**config.mk**
```make
export PLATFORM = sky130hd
export DESIGN_NAME = charger_pid_with_safety_latch_unit
export DESIGN_NICKNAME = d
export VERILOG_FILES = /design/src/sv/cpsl_pkg.sv /design/src/sv/cpsl_cfg.sv /design/src/sv/cpsl_pid.sv /design/src/sv/charger_pid_with_safety_latch_unit.sv
export SDC_FILE = /design/constraint.sdc
export NUM_CORES = 2
export LEC_CHECK = 0
export ABC_AREA = 1
export BUFFER_PORTS_ARGS = -buffer_cell sky130_fd_sc_hd__buf_4
export CAP_MARGIN = 5
export CORE_MARGIN = 1
export CORE_UTILIZATION = 60
export CTS_CLUSTER_SIZE = 12
export DETAILED_ROUTE_END_ITERATION = 6
export MAX_ROUTING_LAYER = met4
export PLACE_DENSITY = 0.89
export SYNTH_ARGS = -nofsm -noshare
export SYNTH_HDL_FRONTEND = slang
export SYNTH_SLANG_ARGS = --single-unit
```
**constraint.sdc**
```tcl
create_clock -name i_clk -period 13.29 [get_ports i_clk]
set_input_delay 1.9935 -clock i_clk [delete_from_list [all_inputs] [get_ports i_clk]]
set_output_delay 1.9935 -clock i_clk [all_outputs]
set_load 0.02 [all_outputs]
```
**src/sv/cpsl_pkg.sv**
```systemverilog
// Shared types, widths and constants for the charger PID with safety latch.
`timescale 1ns / 1ps

package cpsl_pkg;

    localparam int GAIN_W     = 24;
    localparam int CELL_W     = 13;
    localparam int CHG_MA_W   = 12;
    localparam int TEMP_W     = 10;
    localparam int MV_W       = 15;
    localparam int MA_W       = 13;
    localparam int TGT_MA_W   = 12;
    localparam int FUNC_W     = 2;
    localparam int DUTY_W     = 8;
    localparam int CFG_IDX_W  = 3;
    localparam int CFG_DATA_W = 24;

    localparam int ERR_W   = MV_W + 2;     // target - bus, signed
    localparam int DERIV_W = ERR_W + 1;    // error - previous error
    localparam int INTEG_W = 19;           // holds +-255000
    localparam int SUM_W   = GAIN_W + INTEG_W + 2;

    // operation codes
    localparam logic [FUNC_W-1:0] FUNC_REGULATE = 2'd0;
    localparam logic [FUNC_W-1:0] FUNC_CHECK    = 2'd1;
    localparam logic [FUNC_W-1:0] FUNC_RESET    = 2'd2;

    // configuration register indexes
    localparam logic [CFG_IDX_W-1:0] REG_KP         = 3'd0;
    localparam logic [CFG_IDX_W-1:0] REG_KI         = 3'd1;
    localparam logic [CFG_IDX_W-1:0] REG_KD         = 3'd2;
    localparam logic [CFG_IDX_W-1:0] REG_MAX_CELL   = 3'd3;
    localparam logic [CFG_IDX_W-1:0] REG_MIN_CELL   = 3'd4;
    localparam logic [CFG_IDX_W-1:0] REG_MAX_CHARGE = 3'd5;
    localparam logic [CFG_IDX_W-1:0] REG_TEMP_LIMIT = 3'd6;

    localparam logic [CELL_W-1:0]   MAX_CELL_RST   = 13'd4200;
    localparam logic [CELL_W-1:0]   MIN_CELL_RST   = 13'd3000;
    localparam logic [CHG_MA_W-1:0] MAX_CHARGE_RST = 12'd1000;
    localparam logic [TEMP_W-1:0]   TEMP_LIMIT_RST = 10'd1023;

    localparam logic signed [INTEG_W:0] INTEG_LIMIT     = 20'sd255000;
    localparam logic [MV_W-1:0]         CONNECT_MIN_MV  = 15'd500;
    localparam logic [DUTY_W-1:0]       DUTY_MAX        = 8'd255;
    localparam logic [DUTY_W-1:0]       OVERCURRENT_STEP = 8'd10;

    typedef struct packed {
        logic [GAIN_W-1:0]   kp_gain;
        logic [GAIN_W-1:0]   ki_gain;
        logic [GAIN_W-1:0]   kd_gain;
        logic [CELL_W-1:0]   max_cell_mv;
        logic [CELL_W-1:0]   min_cell_mv;
        logic [CHG_MA_W-1:0] max_charge_ma;
        logic [TEMP_W-1:0]   temp_limit_code;
    } t_cfg;

    typedef struct packed {
        logic [FUNC_W-1:0]   func;
        logic [MV_W-1:0]     bus_mv;
        logic [MA_W-1:0]     current_ma;
        logic [TEMP_W-1:0]   temp_code;
        logic [MV_W-1:0]     target_mv;
        logic [TGT_MA_W-1:0] target_ma;
    } t_item;

    typedef struct packed {
        logic [DUTY_W-1:0] duty;
        logic              duty_valid;
        logic              safe_flag;
        logic              check_ok;
    } t_result;

endpackage

```
**src/sv/cpsl_cfg.sv**
```systemverilog
// Configuration register file: gains and safety limits.
`timescale 1ns / 1ps

module cpsl_cfg (
    input  logic                           i_clk,
    input  logic                           i_rst_n,
    input  logic                           i_cfg_we,
    input  logic [cpsl_pkg::CFG_IDX_W-1:0]  i_cfg_index,
    input  logic [cpsl_pkg::CFG_DATA_W-1:0] i_cfg_data,
    output cpsl_pkg::t_cfg                 o_cfg
);
    import cpsl_pkg::*;

    t_cfg r_cfg;

    always_ff @(posedge i_clk) begin
        if (!i_rst_n) begin
            r_cfg.kp_gain         <= '0;
            r_cfg.ki_gain         <= '0;
            r_cfg.kd_gain         <= '0;
            r_cfg.max_cell_mv     <= MAX_CELL_RST;
            r_cfg.min_cell_mv     <= MIN_CELL_RST;
            r_cfg.max_charge_ma   <= MAX_CHARGE_RST;
            r_cfg.temp_limit_code <= TEMP_LIMIT_RST;
        end else if (i_cfg_we) begin
            unique case (i_cfg_index)
                REG_KP:         r_cfg.kp_gain         <= i_cfg_data[GAIN_W-1:0];
                REG_KI:         r_cfg.ki_gain         <= i_cfg_data[GAIN_W-1:0];
                REG_KD:         r_cfg.kd_gain         <= i_cfg_data[GAIN_W-1:0];
                REG_MAX_CELL:   r_cfg.max_cell_mv     <= i_cfg_data[CELL_W-1:0];
                REG_MIN_CELL:   r_cfg.min_cell_mv     <= i_cfg_data[CELL_W-1:0];
                REG_MAX_CHARGE: r_cfg.max_charge_ma   <= i_cfg_data[CHG_MA_W-1:0];
                REG_TEMP_LIMIT: r_cfg.temp_limit_code <= i_cfg_data[TEMP_W-1:0];
                default: ;
            endcase
        end
    end

    assign o_cfg = r_cfg;

endmodule

```
**src/sv/cpsl_pid.sv**
```systemverilog
// PID step, limit checks and controller state (integral, previous error, latch).
`timescale 1ns / 1ps

module cpsl_pid (
    input  logic              i_clk,
    input  logic              i_rst_n,
    input  logic              i_fire,
    input  cpsl_pkg::t_item   i_item,
    input  cpsl_pkg::t_cfg    i_cfg,
    output cpsl_pkg::t_result o_result
);
    import cpsl_pkg::*;

    logic signed [INTEG_W-1:0] r_integral;
    logic signed [ERR_W-1:0]   r_prev_err;
    logic                      r_safe_latch;

    logic signed [INTEG_W-1:0] n_integral;
    logic signed [ERR_W-1:0]   n_prev_err;
    logic                      n_safe_latch;

    logic signed [ERR_W-1:0]          err;
    logic signed [INTEG_W:0]          integ_sum;
    logic signed [INTEG_W-1:0]        integ_c;
    logic signed [DERIV_W-1:0]        deriv;
    logic signed [GAIN_W+ERR_W-1:0]   p_kp;
    logic signed [GAIN_W+INTEG_W-1:0] p_ki;
    logic signed [GAIN_W+DERIV_W-1:0] p_kd;
    logic signed [SUM_W-1:0]          sum;
    logic [DUTY_W-1:0]                duty_pid;
    logic [DUTY_W-1:0]                duty_reg;
    logic                             connected;
    logic                             overheat;
    logic                             overcurrent;
    logic                             check_fail;

    // datapath, independent of the operation code
    always_comb begin
        err = $signed({2'b00, i_item.target_mv}) - $signed({2'b00, i_item.bus_mv});
        integ_sum = $signed({r_integral[INTEG_W-1], r_integral})
                  + $signed({{(INTEG_W+1-ERR_W){err[ERR_W-1]}}, err});
        if (integ_sum > INTEG_LIMIT) begin
            integ_c = INTEG_LIMIT[INTEG_W-1:0];
        end else if (integ_sum < -INTEG_LIMIT) begin
            integ_c = INTEG_W'(-INTEG_LIMIT);
        end else begin
            integ_c = integ_sum[INTEG_W-1:0];
        end
        deriv = $signed({err[ERR_W-1], err}) - $signed({r_prev_err[ERR_W-1], r_prev_err});

        p_kp = $signed(i_cfg.kp_gain) * err;
        p_ki = $signed(i_cfg.ki_gain) * integ_c;
        p_kd = $signed(i_cfg.kd_gain) * deriv;
        sum  = SUM_W'(p_kp) + SUM_W'(p_ki) + SUM_W'(p_kd);

        // positive sum: truncating shift, saturate at full duty
        if (sum[SUM_W-1] || (sum == '0)) begin
            duty_pid = '0;
        end else if (|sum[SUM_W-1:16+DUTY_W]) begin
            duty_pid = DUTY_MAX;
        end else begin
            duty_pid = sum[16+DUTY_W-1:16];
        end

        overcurrent = $signed(i_item.current_ma) > $signed({2'b00, i_item.target_ma});
        if (overcurrent) begin
            duty_reg = (duty_pid > OVERCURRENT_STEP) ? (duty_pid - OVERCURRENT_STEP) : '0;
        end else begin
            duty_reg = duty_pid;
        end

        connected = (i_item.bus_mv > CONNECT_MIN_MV)
                 && (i_item.bus_mv < {i_cfg.max_cell_mv, 2'b00});
        overheat  = i_item.temp_code > i_cfg.temp_limit_code;
        check_fail = (i_item.bus_mv > {2'b00, i_cfg.max_cell_mv})
                  || (i_item.bus_mv < {2'b00, i_cfg.min_cell_mv})
                  || ($signed(i_item.current_ma) > $signed({2'b00, i_cfg.max_charge_ma}));
    end

    // operation select: next state and result
    always_comb begin
        n_integral   = r_integral;
        n_prev_err   = r_prev_err;
        n_safe_latch = r_safe_latch;
        o_result     = '0;
        case (i_item.func)
            FUNC_REGULATE: begin
                if (r_safe_latch && connected) begin
                    o_result.duty_valid = 1'b1;
                    if (overheat) begin
                        n_safe_latch = 1'b0;
                    end else begin
                        o_result.duty = duty_reg;
                        n_integral    = overcurrent ? '0 : integ_c;
                        n_prev_err    = err;
                    end
                end
            end
            FUNC_CHECK: begin
                if (check_fail) begin
                    n_safe_latch        = 1'b0;
                    o_result.duty_valid = 1'b1;
                end else begin
                    o_result.check_ok = 1'b1;
                end
            end
            FUNC_RESET: begin
                n_safe_latch        = 1'b1;
                n_integral          = '0;
                n_prev_err          = '0;
                o_result.duty_valid = 1'b1;
            end
            default: ;
        endcase
        o_result.safe_flag = n_safe_latch;
    end

    always_ff @(posedge i_clk) begin
        if (!i_rst_n) begin
            r_integral   <= '0;
            r_prev_err   <= '0;
            r_safe_latch <= 1'b1;
        end else if (i_fire) begin
            r_integral   <= n_integral;
            r_prev_err   <= n_prev_err;
            r_safe_latch <= n_safe_latch;
        end
    end

endmodule

```
**src/sv/charger_pid_with_safety_latch_unit.sv**
```systemverilog
// Top level: request and result registers around the PID step and config file.
//
//  channel   direction  handshake           payload
//  request   in         i_valid / o_stall   i_func .. i_target_ma
//  result    out        o_valid / i_stall   o_duty, o_duty_valid, o_safe_flag, o_check_ok
//  config    in         i_cfg_we            i_cfg_index, i_cfg_data
//
// One request per cycle while o_stall is low; the result of a taken request is registered.
// The PID step, limit checks and state update run in one pass from the request
// register to the result register, three gain multiplies in parallel.
// Reset is synchronous; it sets the latch, clears the PID state and the gains, and restores the default limits.
// A stalled result holds the request register; o_stall rises only when both are full.
`timescale 1ns / 1ps

module charger_pid_with_safety_latch_unit (
    input  logic                           i_clk,
    input  logic                           i_rst_n,
    input  logic                           i_valid,
    output logic                           o_stall,
    input  logic [cpsl_pkg::FUNC_W-1:0]     i_func,
    input  logic [cpsl_pkg::MV_W-1:0]       i_bus_mv,
    input  logic signed [cpsl_pkg::MA_W-1:0] i_current_ma,
    input  logic [cpsl_pkg::TEMP_W-1:0]     i_temp_code,
    input  logic [cpsl_pkg::MV_W-1:0]       i_target_mv,
    input  logic [cpsl_pkg::TGT_MA_W-1:0]   i_target_ma,
    output logic                           o_valid,
    input  logic                           i_stall,
    output logic [cpsl_pkg::DUTY_W-1:0]     o_duty,
    output logic                           o_duty_valid,
    output logic                           o_safe_flag,
    output logic                           o_check_ok,
    input  logic                           i_cfg_we,
    input  logic [cpsl_pkg::CFG_IDX_W-1:0]  i_cfg_index,
    input  logic [cpsl_pkg::CFG_DATA_W-1:0] i_cfg_data
);
    import cpsl_pkg::*;

    t_cfg    cfg;
    t_item   r_in;
    logic    r_in_valid;
    t_result r_out;
    logic    r_out_valid;
    t_result pid_result;
    logic    accept;
    logic    advance;

    assign advance = r_in_valid && (!r_out_valid || !i_stall);
    assign o_stall = r_in_valid && r_out_valid && i_stall;
    assign accept  = i_valid && !o_stall;

    cpsl_cfg u_cfg (
        .i_clk       (i_clk),
        .i_rst_n     (i_rst_n),
        .i_cfg_we    (i_cfg_we),
        .i_cfg_index (i_cfg_index),
        .i_cfg_data  (i_cfg_data),
        .o_cfg       (cfg)
    );

    cpsl_pid u_pid (
        .i_clk    (i_clk),
        .i_rst_n  (i_rst_n),
        .i_fire   (advance),
        .i_item   (r_in),
        .i_cfg    (cfg),
        .o_result (pid_result)
    );

    always_ff @(posedge i_clk) begin
        if (!i_rst_n) begin
            r_in_valid  <= 1'b0;
            r_out_valid <= 1'b0;
        end else begin
            if (accept) begin
                r_in_valid <= 1'b1;
            end else if (advance) begin
                r_in_valid <= 1'b0;
            end
            if (advance) begin
                r_out_valid <= 1'b1;
            end else if (!i_stall) begin
                r_out_valid <= 1'b0;
            end
        end
    end

    always_ff @(posedge i_clk) begin
        if (accept) begin
            r_in.func       <= i_func;
            r_in.bus_mv     <= i_bus_mv;
            r_in.current_ma <= i_current_ma;
            r_in.temp_code  <= i_temp_code;
            r_in.target_mv  <= i_target_mv;
            r_in.target_ma  <= i_target_ma;
        end
        if (advance) begin
            r_out <= pid_result;
        end
    end

    assign o_valid      = r_out_valid;
    assign o_duty       = r_out.duty;
    assign o_duty_valid = r_out.duty_valid;
    assign o_safe_flag  = r_out.safe_flag;
    assign o_check_ok   = r_out.check_ok;

endmodule

```
# Word-level counts from Yosys, hierarchy flattened
# Index checks and enable logic that the tools add are counted.
# Widths: inputs -> output; s select.
# op_classes
n_addsub	6
mul	3
n_lt_le_gt_ge	10
eq_ne	11
muxes	25
n_bitwise	2
reduce_logical	28
# ops
operator	n
$mux 19	5
$add 44x42->45	1
$logic_not 45->1	1
$add 40x43->44	1
$mul 24x19->43	1
$mul 24x18->42	1
$mul 24x16->40	1
$pmux 19 s2	1
$mux 17	2
$pmux 17 s2	1
$mux 8	4
$gt 13x13->1	2
$reduce_or 21->1	1
$add 19x16->20	1
$gt 20x19->1 const B	1
$lt 20x19->1 const B	1
$sub 16x17->18	1
$sub 15x15->16	1
$gt 15x13->1	1
$gt 15x9->1 const B	1
$lt 15x13->1	1
$lt 15x15->1	1
$reduce_and 2->1	7
$gt 10x10->1	1
20 further kinds	46
# word_totals
register_bits	237
in_bits	99
out_inout_bits	13
wordCells	107

# Longest topological paths before layout
# depth
ltp_word	14
depth_mapped	84
ltp_nobuf	82

# By module
# From an unflattened synthesis, not the netlist that was laid out.
# hier_totals
cells_unflattened	7197
hier_area_um2	59654.7
# by_module_without_submodules
module	instances	cells_each	area_each_um2	seq_area_each_um2
cpsl_pid	1	6443	52535.4	720.7
cpsl_cfg	1	663	4682.0	2402.3
charger_pid_with_safety_latch_unit	1	91	2437.3	2382.3

# Worst setup path after synthesis
# Ideal clock, no wire load.
# synth_path
path_kind	register to register
from	register r_in[50] (netlist name)
to	register r_out (netlist bit o_duty[5]) (data pin)
setup_time_ps	252
arrival_ps	12656
t_required_ps	13038
path_slack_ps	381
stages_incl_launch_ff	67
n_path_buf	2
period_less_slack_ps	12909
path_cell_list	edfxtp_1 ha_1 fa_1 nand3b_1 nand2_1 a21oi_1 or2_2 nand2_1 a21oi_1 or2_2 nand2_1 clkinv_1 clkbuf_1 ha_1 nand2_1 nor2_1 nand4_1 o21ai_1 [31 not listed] nand2_1 nor2_1 nand2_1 nand3_1 nand3_1 nand2_2 nand3_2 nor2_4 nand2_1 nor2_2 nor2_1 inv_1 ha_1 inv_1 a31oi_1 nand3_1 nand2_1 nor2_1
# synth_between
elab_chain_cells	14
elab_cells_between_ends	27
cone_classes	add/sub (6); mul (3); order compare (5); mux (6); bitwise (1); reduce/logical (6)
# synth_rtl
item	line	source
start: declaration	charger_pid_with_safety_latch_unit.sv:39	t_item r_in;
$sub 15x15->16	cpsl_pid.sv:39	err = $signed({2'b00, i_item.target_mv}) - $signed({2'b00, i_item.bus_mv});
$add 19x16->20	cpsl_pid.sv:41	+ $signed({{(INTEG_W+1-ERR_W){err[ERR_W-1]}}, err});
$lt 20x19->1	cpsl_pid.sv:44	end else if (integ_sum < -INTEG_LIMIT) begin
$mux 19	cpsl_pid.sv:44	
$mux 19	cpsl_pid.sv:42	if (integ_sum > INTEG_LIMIT) begin
$mul 24x19->43	cpsl_pid.sv:52	p_ki = $signed(i_cfg.ki_gain) * integ_c;
$add 40x43->44	cpsl_pid.sv:54	sum = SUM_W'(p_kp) + SUM_W'(p_ki) + SUM_W'(p_kd);
$add 44x42->45	cpsl_pid.sv:54	
$logic_not 45->1 / $reduce_or 21->1 (equally long branches)	cpsl_pid.sv:57, cpsl_pid.sv:59	
$logic_or 1x1->1 / $mux 8 (equally long branches)	cpsl_pid.sv:57, cpsl_pid.sv:59	
$mux 8	cpsl_pid.sv:57	if (sum[SUM_W-1] || (sum == '0)) begin
$sub 8x4->8 / $gt 8x4->1 (equally long branches)	cpsl_pid.sv:67	duty_reg = (duty_pid > OVERCURRENT_STEP) ? (duty_pid - OVERCURRENT_STEP) : '0;
$mux 8	cpsl_pid.sv:67	
$mux 8	cpsl_pid.sv:66	if (overcurrent) begin
end signal: assignment	charger_pid_with_safety_latch_unit.sv:97	r_out <= pid_result;
end: declaration	charger_pid_with_safety_latch_unit.sv:41	t_result r_out;
# Parallel ways exist; a longest one is shown, timed or not.
# A chain may end at the register's enable or synchronous reset.

# Final worst setup path
# layout_path
from	register r_in[50] (netlist name)
to	register r_out (netlist bit o_duty[7]) (data pin)
# Same word-level chain as after synthesis.

==> run summary <==
Final WL = 200000 um
Crit-path max FO = 10
FP Rows = 114
Setup-failing EPs final = 0
Crit. End Element = register
CTS tree = yes
Synthesized flop and latch total = 236
Vias = 49800
Final hold viol count = 0
Reg2Reg Setup Slack = 0.23 ns
Die Area = 0.0995 mm^2
Worst Hold Slack = 0.466 ns
Final antenna-violating net count = 0
Minimum clock period = 13.06 ns
Grt ovf = 0
Top Metal Used = met4
WP data required = 13.72 ns
Longest Clk Path Bufs = 3
Crit path top cell by count = fa_1
Ys async rst share = 0%
Root buf cell = clkbuf_16
Worst Skew = 0.0715 ns
Crit path max-delay cell type = fa_1
Relative slew margins = 12.0%
Yosys warns = 0
Synth-to-layout area growth = 13.1%
Post-route cell area = 0.0666 mm^2
CTS Hold Bufs = 0
Cells on worst reg2reg path = 63
Post-synthesis cell area = 0.0589 mm^2
Register area share after synthesis = 9.34%
Antenna violations before repair = 8
Vias/cell = 5.77
Post-synth EDFFs = 78
Data arrival time of the worst path = 13.49 ns
Met3 routed WL = 27300 um
Crit path from = r_in[50]$_DFFE_PP_
Met2 wire len = 89500 um
DP HPWL = 168000 um
R2R Path Start = r_in[50]$_DFFE_PP_
First-pass GRT wire length = 301000 um
Slowest cell delay on critical path = 0.62 ns
CTS clock-pin slew for the worst setup and hold paths = 0.07 ns
Max-Cap Viols = 0
Initial Utilization = 60.8%
Core ar. = 0.0970 mm^2
Syn avg cell area = 8.48 um^2
CP Class = register to register
Synthesized instance count = 6946
Initial drt markers = 5388
Io pins = 112
Placed Cells = 8504
Die Y = 315 um
Cts bufs inserted = 30
GP Congestion = 1.08
Hold Crit Class = register to register
Largest net degree at the start of global routing = 81
F_max = 76.6 MHz
I/O Buffers = 111
Worst-margin pin slew = 1.31 ns
Die W = 315 um
Total global-route track usage = 42.1%
Element type at the critical path start = register
Area after DPL = 0.0636 mm^2
H-tree Lvls = 1
CTS Sinks = 236
Number of global-route vias before repair = 52100
CP endpoint = o_duty[7]$_SDFFCE_PP0P_
Top FF cell, synth = dfxtp_1
Final #Nets = 9188
Skew-Pair Late Insertion Delay = 0.68 ns
Net Count, Synth = 8823
Routed length on met1 = 68900 um
Wire per inst = 23.2 um
Capturing point of the worst reg2reg path = o_duty[7]$_SDFFCE_PP0P_
Setup TNS Final = 0 ns
Post-Layout Cell Count = 8626
Slew Viols, Final = 0
Status = finished, final reports clean
Drt first pass iters = 7
Number of remaining DRC errors = 0
Fin crit share = 98.3%
Share of cells above drive strength 1 = 13.8%
Yosys cell types = 56
## worst max-delay path: cells and delay by family, from the launching register on
kind / cells / cell delay (ns)
buffers and inverters: 12 / 1.31
adders and majority gates: 14 / 6.07
DFF: 1 / 0.39
AOI/OAI and AO/OA: 4 / 0.58
xor gates and xnor gates: 2 / 0.40
and+or+nand+nor: 31 / 3.99
## placed cells by master (no fill, tap or decap), types with 23 or more instances in the layout
cell / Yosys / routed
a21oi_1: 248 / 223
buf_4: 11 / 527
nand4_1: 65 / 65
a21oi_2: 1 / 23
inv_2: 22 / 36
edfxtp_1: 78 / 78
nand3_1: 125 / 113
ha_4: 0 / 31
o21ai_0: 137 / 130
xor2_1: 26 / 23
nor2_1: 890 / 830
clkbuf_16: 0 / 34
ha_1: 323 / 288
fa_2: 0 / 67
fa_1: 1455 / 1388
dfxtp_1: 158 / 158
o211ai_1: 29 / 29
nand2_2: 22 / 67
inv_1: 1767 / 1741
nor2_2: 11 / 53
nand2_1: 1197 / 1137
## Yosys cell counts, drive strengths merged, types with 3 or more instances
library cell,n,share of area (%)
inv,1789,11
fa,1455,49
nand2,1223,7.9
nor2,904,5.8
ha,323,6.9
a21oi,249,2.1
clkbuf,192,1.2
dfxtp,158,5.4
o21ai,140,1.2
nand3,132,1.2
edfxtp,78,4.0
nand4,65,0.69
buf,40,0.44
o211ai,29,0.37
xor2,27,0.41
or2,24,0.25
clkinv,23,0.15
nor3,15,0.14
xnor2,13,0.19
nand3b,10,0.13
a21o,8,0.10
a31oi,7,0.085
o21bai,6,0.076
and2,5,0.055
nor4,5,0.064
and3,4,0.042
o21a,4,0.051
o2111ai,3,0.045
## what timing repair did
action                                  4_1_cts  5_1_grt
setup buffers                                 0       47
endpoints found under the setup margin        8        8
cloned                                        0        4
endpoints found under the hold margin         0        0
resized for setup                            11      391
pin swaps                                     0      178
## area by class of cell
| cell class | count | area, um^2 |
|---|---|---|
| multi-input combinational | 4667 | 47100 |
| fill | 7307 | 30400 |
| inverter | 1812 | 6840 |
| sequential | 236 | 5510 |
| timing repair buffer | 564 | 4600 |
| tap | 1276 | 1600 |
| clock buffer | 42 | 847 |
| clock inverter | 13 | 131 |
| antenna | 16 | 40.0 |
## how the worst min path moves through the flow
stage                                 startpoint                           endpoint  slack, ns  depth (start not counted)
2_1_floorplan       u_cfg.o_cfg[11]$_SDFFE_PN0P_       u_cfg.o_cfg[11]$_SDFFE_PN0P_       0.44                          2
3_3_place_gp        u_cfg.o_cfg[23]$_SDFFE_PN0P_       u_cfg.o_cfg[23]$_SDFFE_PN0P_       0.45                          2
3_5_place_dp        u_cfg.o_cfg[20]$_SDFFE_PN0P_       u_cfg.o_cfg[20]$_SDFFE_PN0P_       0.46                          2
4_1_cts             u_cfg.o_cfg[20]$_SDFFE_PN0P_       u_cfg.o_cfg[20]$_SDFFE_PN0P_       0.46                          2
5_1_grt        u_pid.r_prev_err[15]$_SDFFE_PN0P_  u_pid.r_prev_err[15]$_SDFFE_PN0P_       0.48                          2
6_report            u_cfg.o_cfg[14]$_SDFFE_PN0P_       u_cfg.o_cfg[14]$_SDFFE_PN0P_       0.47                          2
## cell families (layout without fill, tap and decap cells)
family / Yosys count / after routing / share of synthesized area (%)
compound gates: 457 / 457 / 4.20
xor+xnor: 40 / 40 / 0.607
fa+ha+maj: 1778 / 1778 / 56.3
buf+inv: 2044 / 2431 / 13.2
flops: 236 / 236 / 9.34
other cells: 0 / 16 / 0
simple gates: 2391 / 2392 / 16.4
## sequential cells by signal, indices dropped and copies added (netlist names)
register,flops
u_cfg.o_cfg,120
o_duty_valid,1
u_pid.r_safe_latch,1
o_valid,1
r_in_valid,1
r_in,67
o_duty,8
u_pid.r_integral,19
o_check_ok,1
o_safe_flag,1
u_pid.r_prev_err,16
## metrics by stage
step           setup WS (ns)  util, %
4_1_cts              0.00503     66.7
5_1_grt               -0.252     68.7
6_report               0.229     68.7
3_3_place_gp          -0.139     65.6
3_5_place_dp          -0.168     65.6
2_1_floorplan          0.381        -
## layer usage
layer,global-route usage [%],vias to the layer above
met5,-,-
met4,23.4,0
met3,14.1,935
met2,62.6,3332
met1,50.3,24600
li1,-,20900
Power is not shown: default switching activity piles up to over one toggle a cycle in this logic, so the estimate is an artifact.
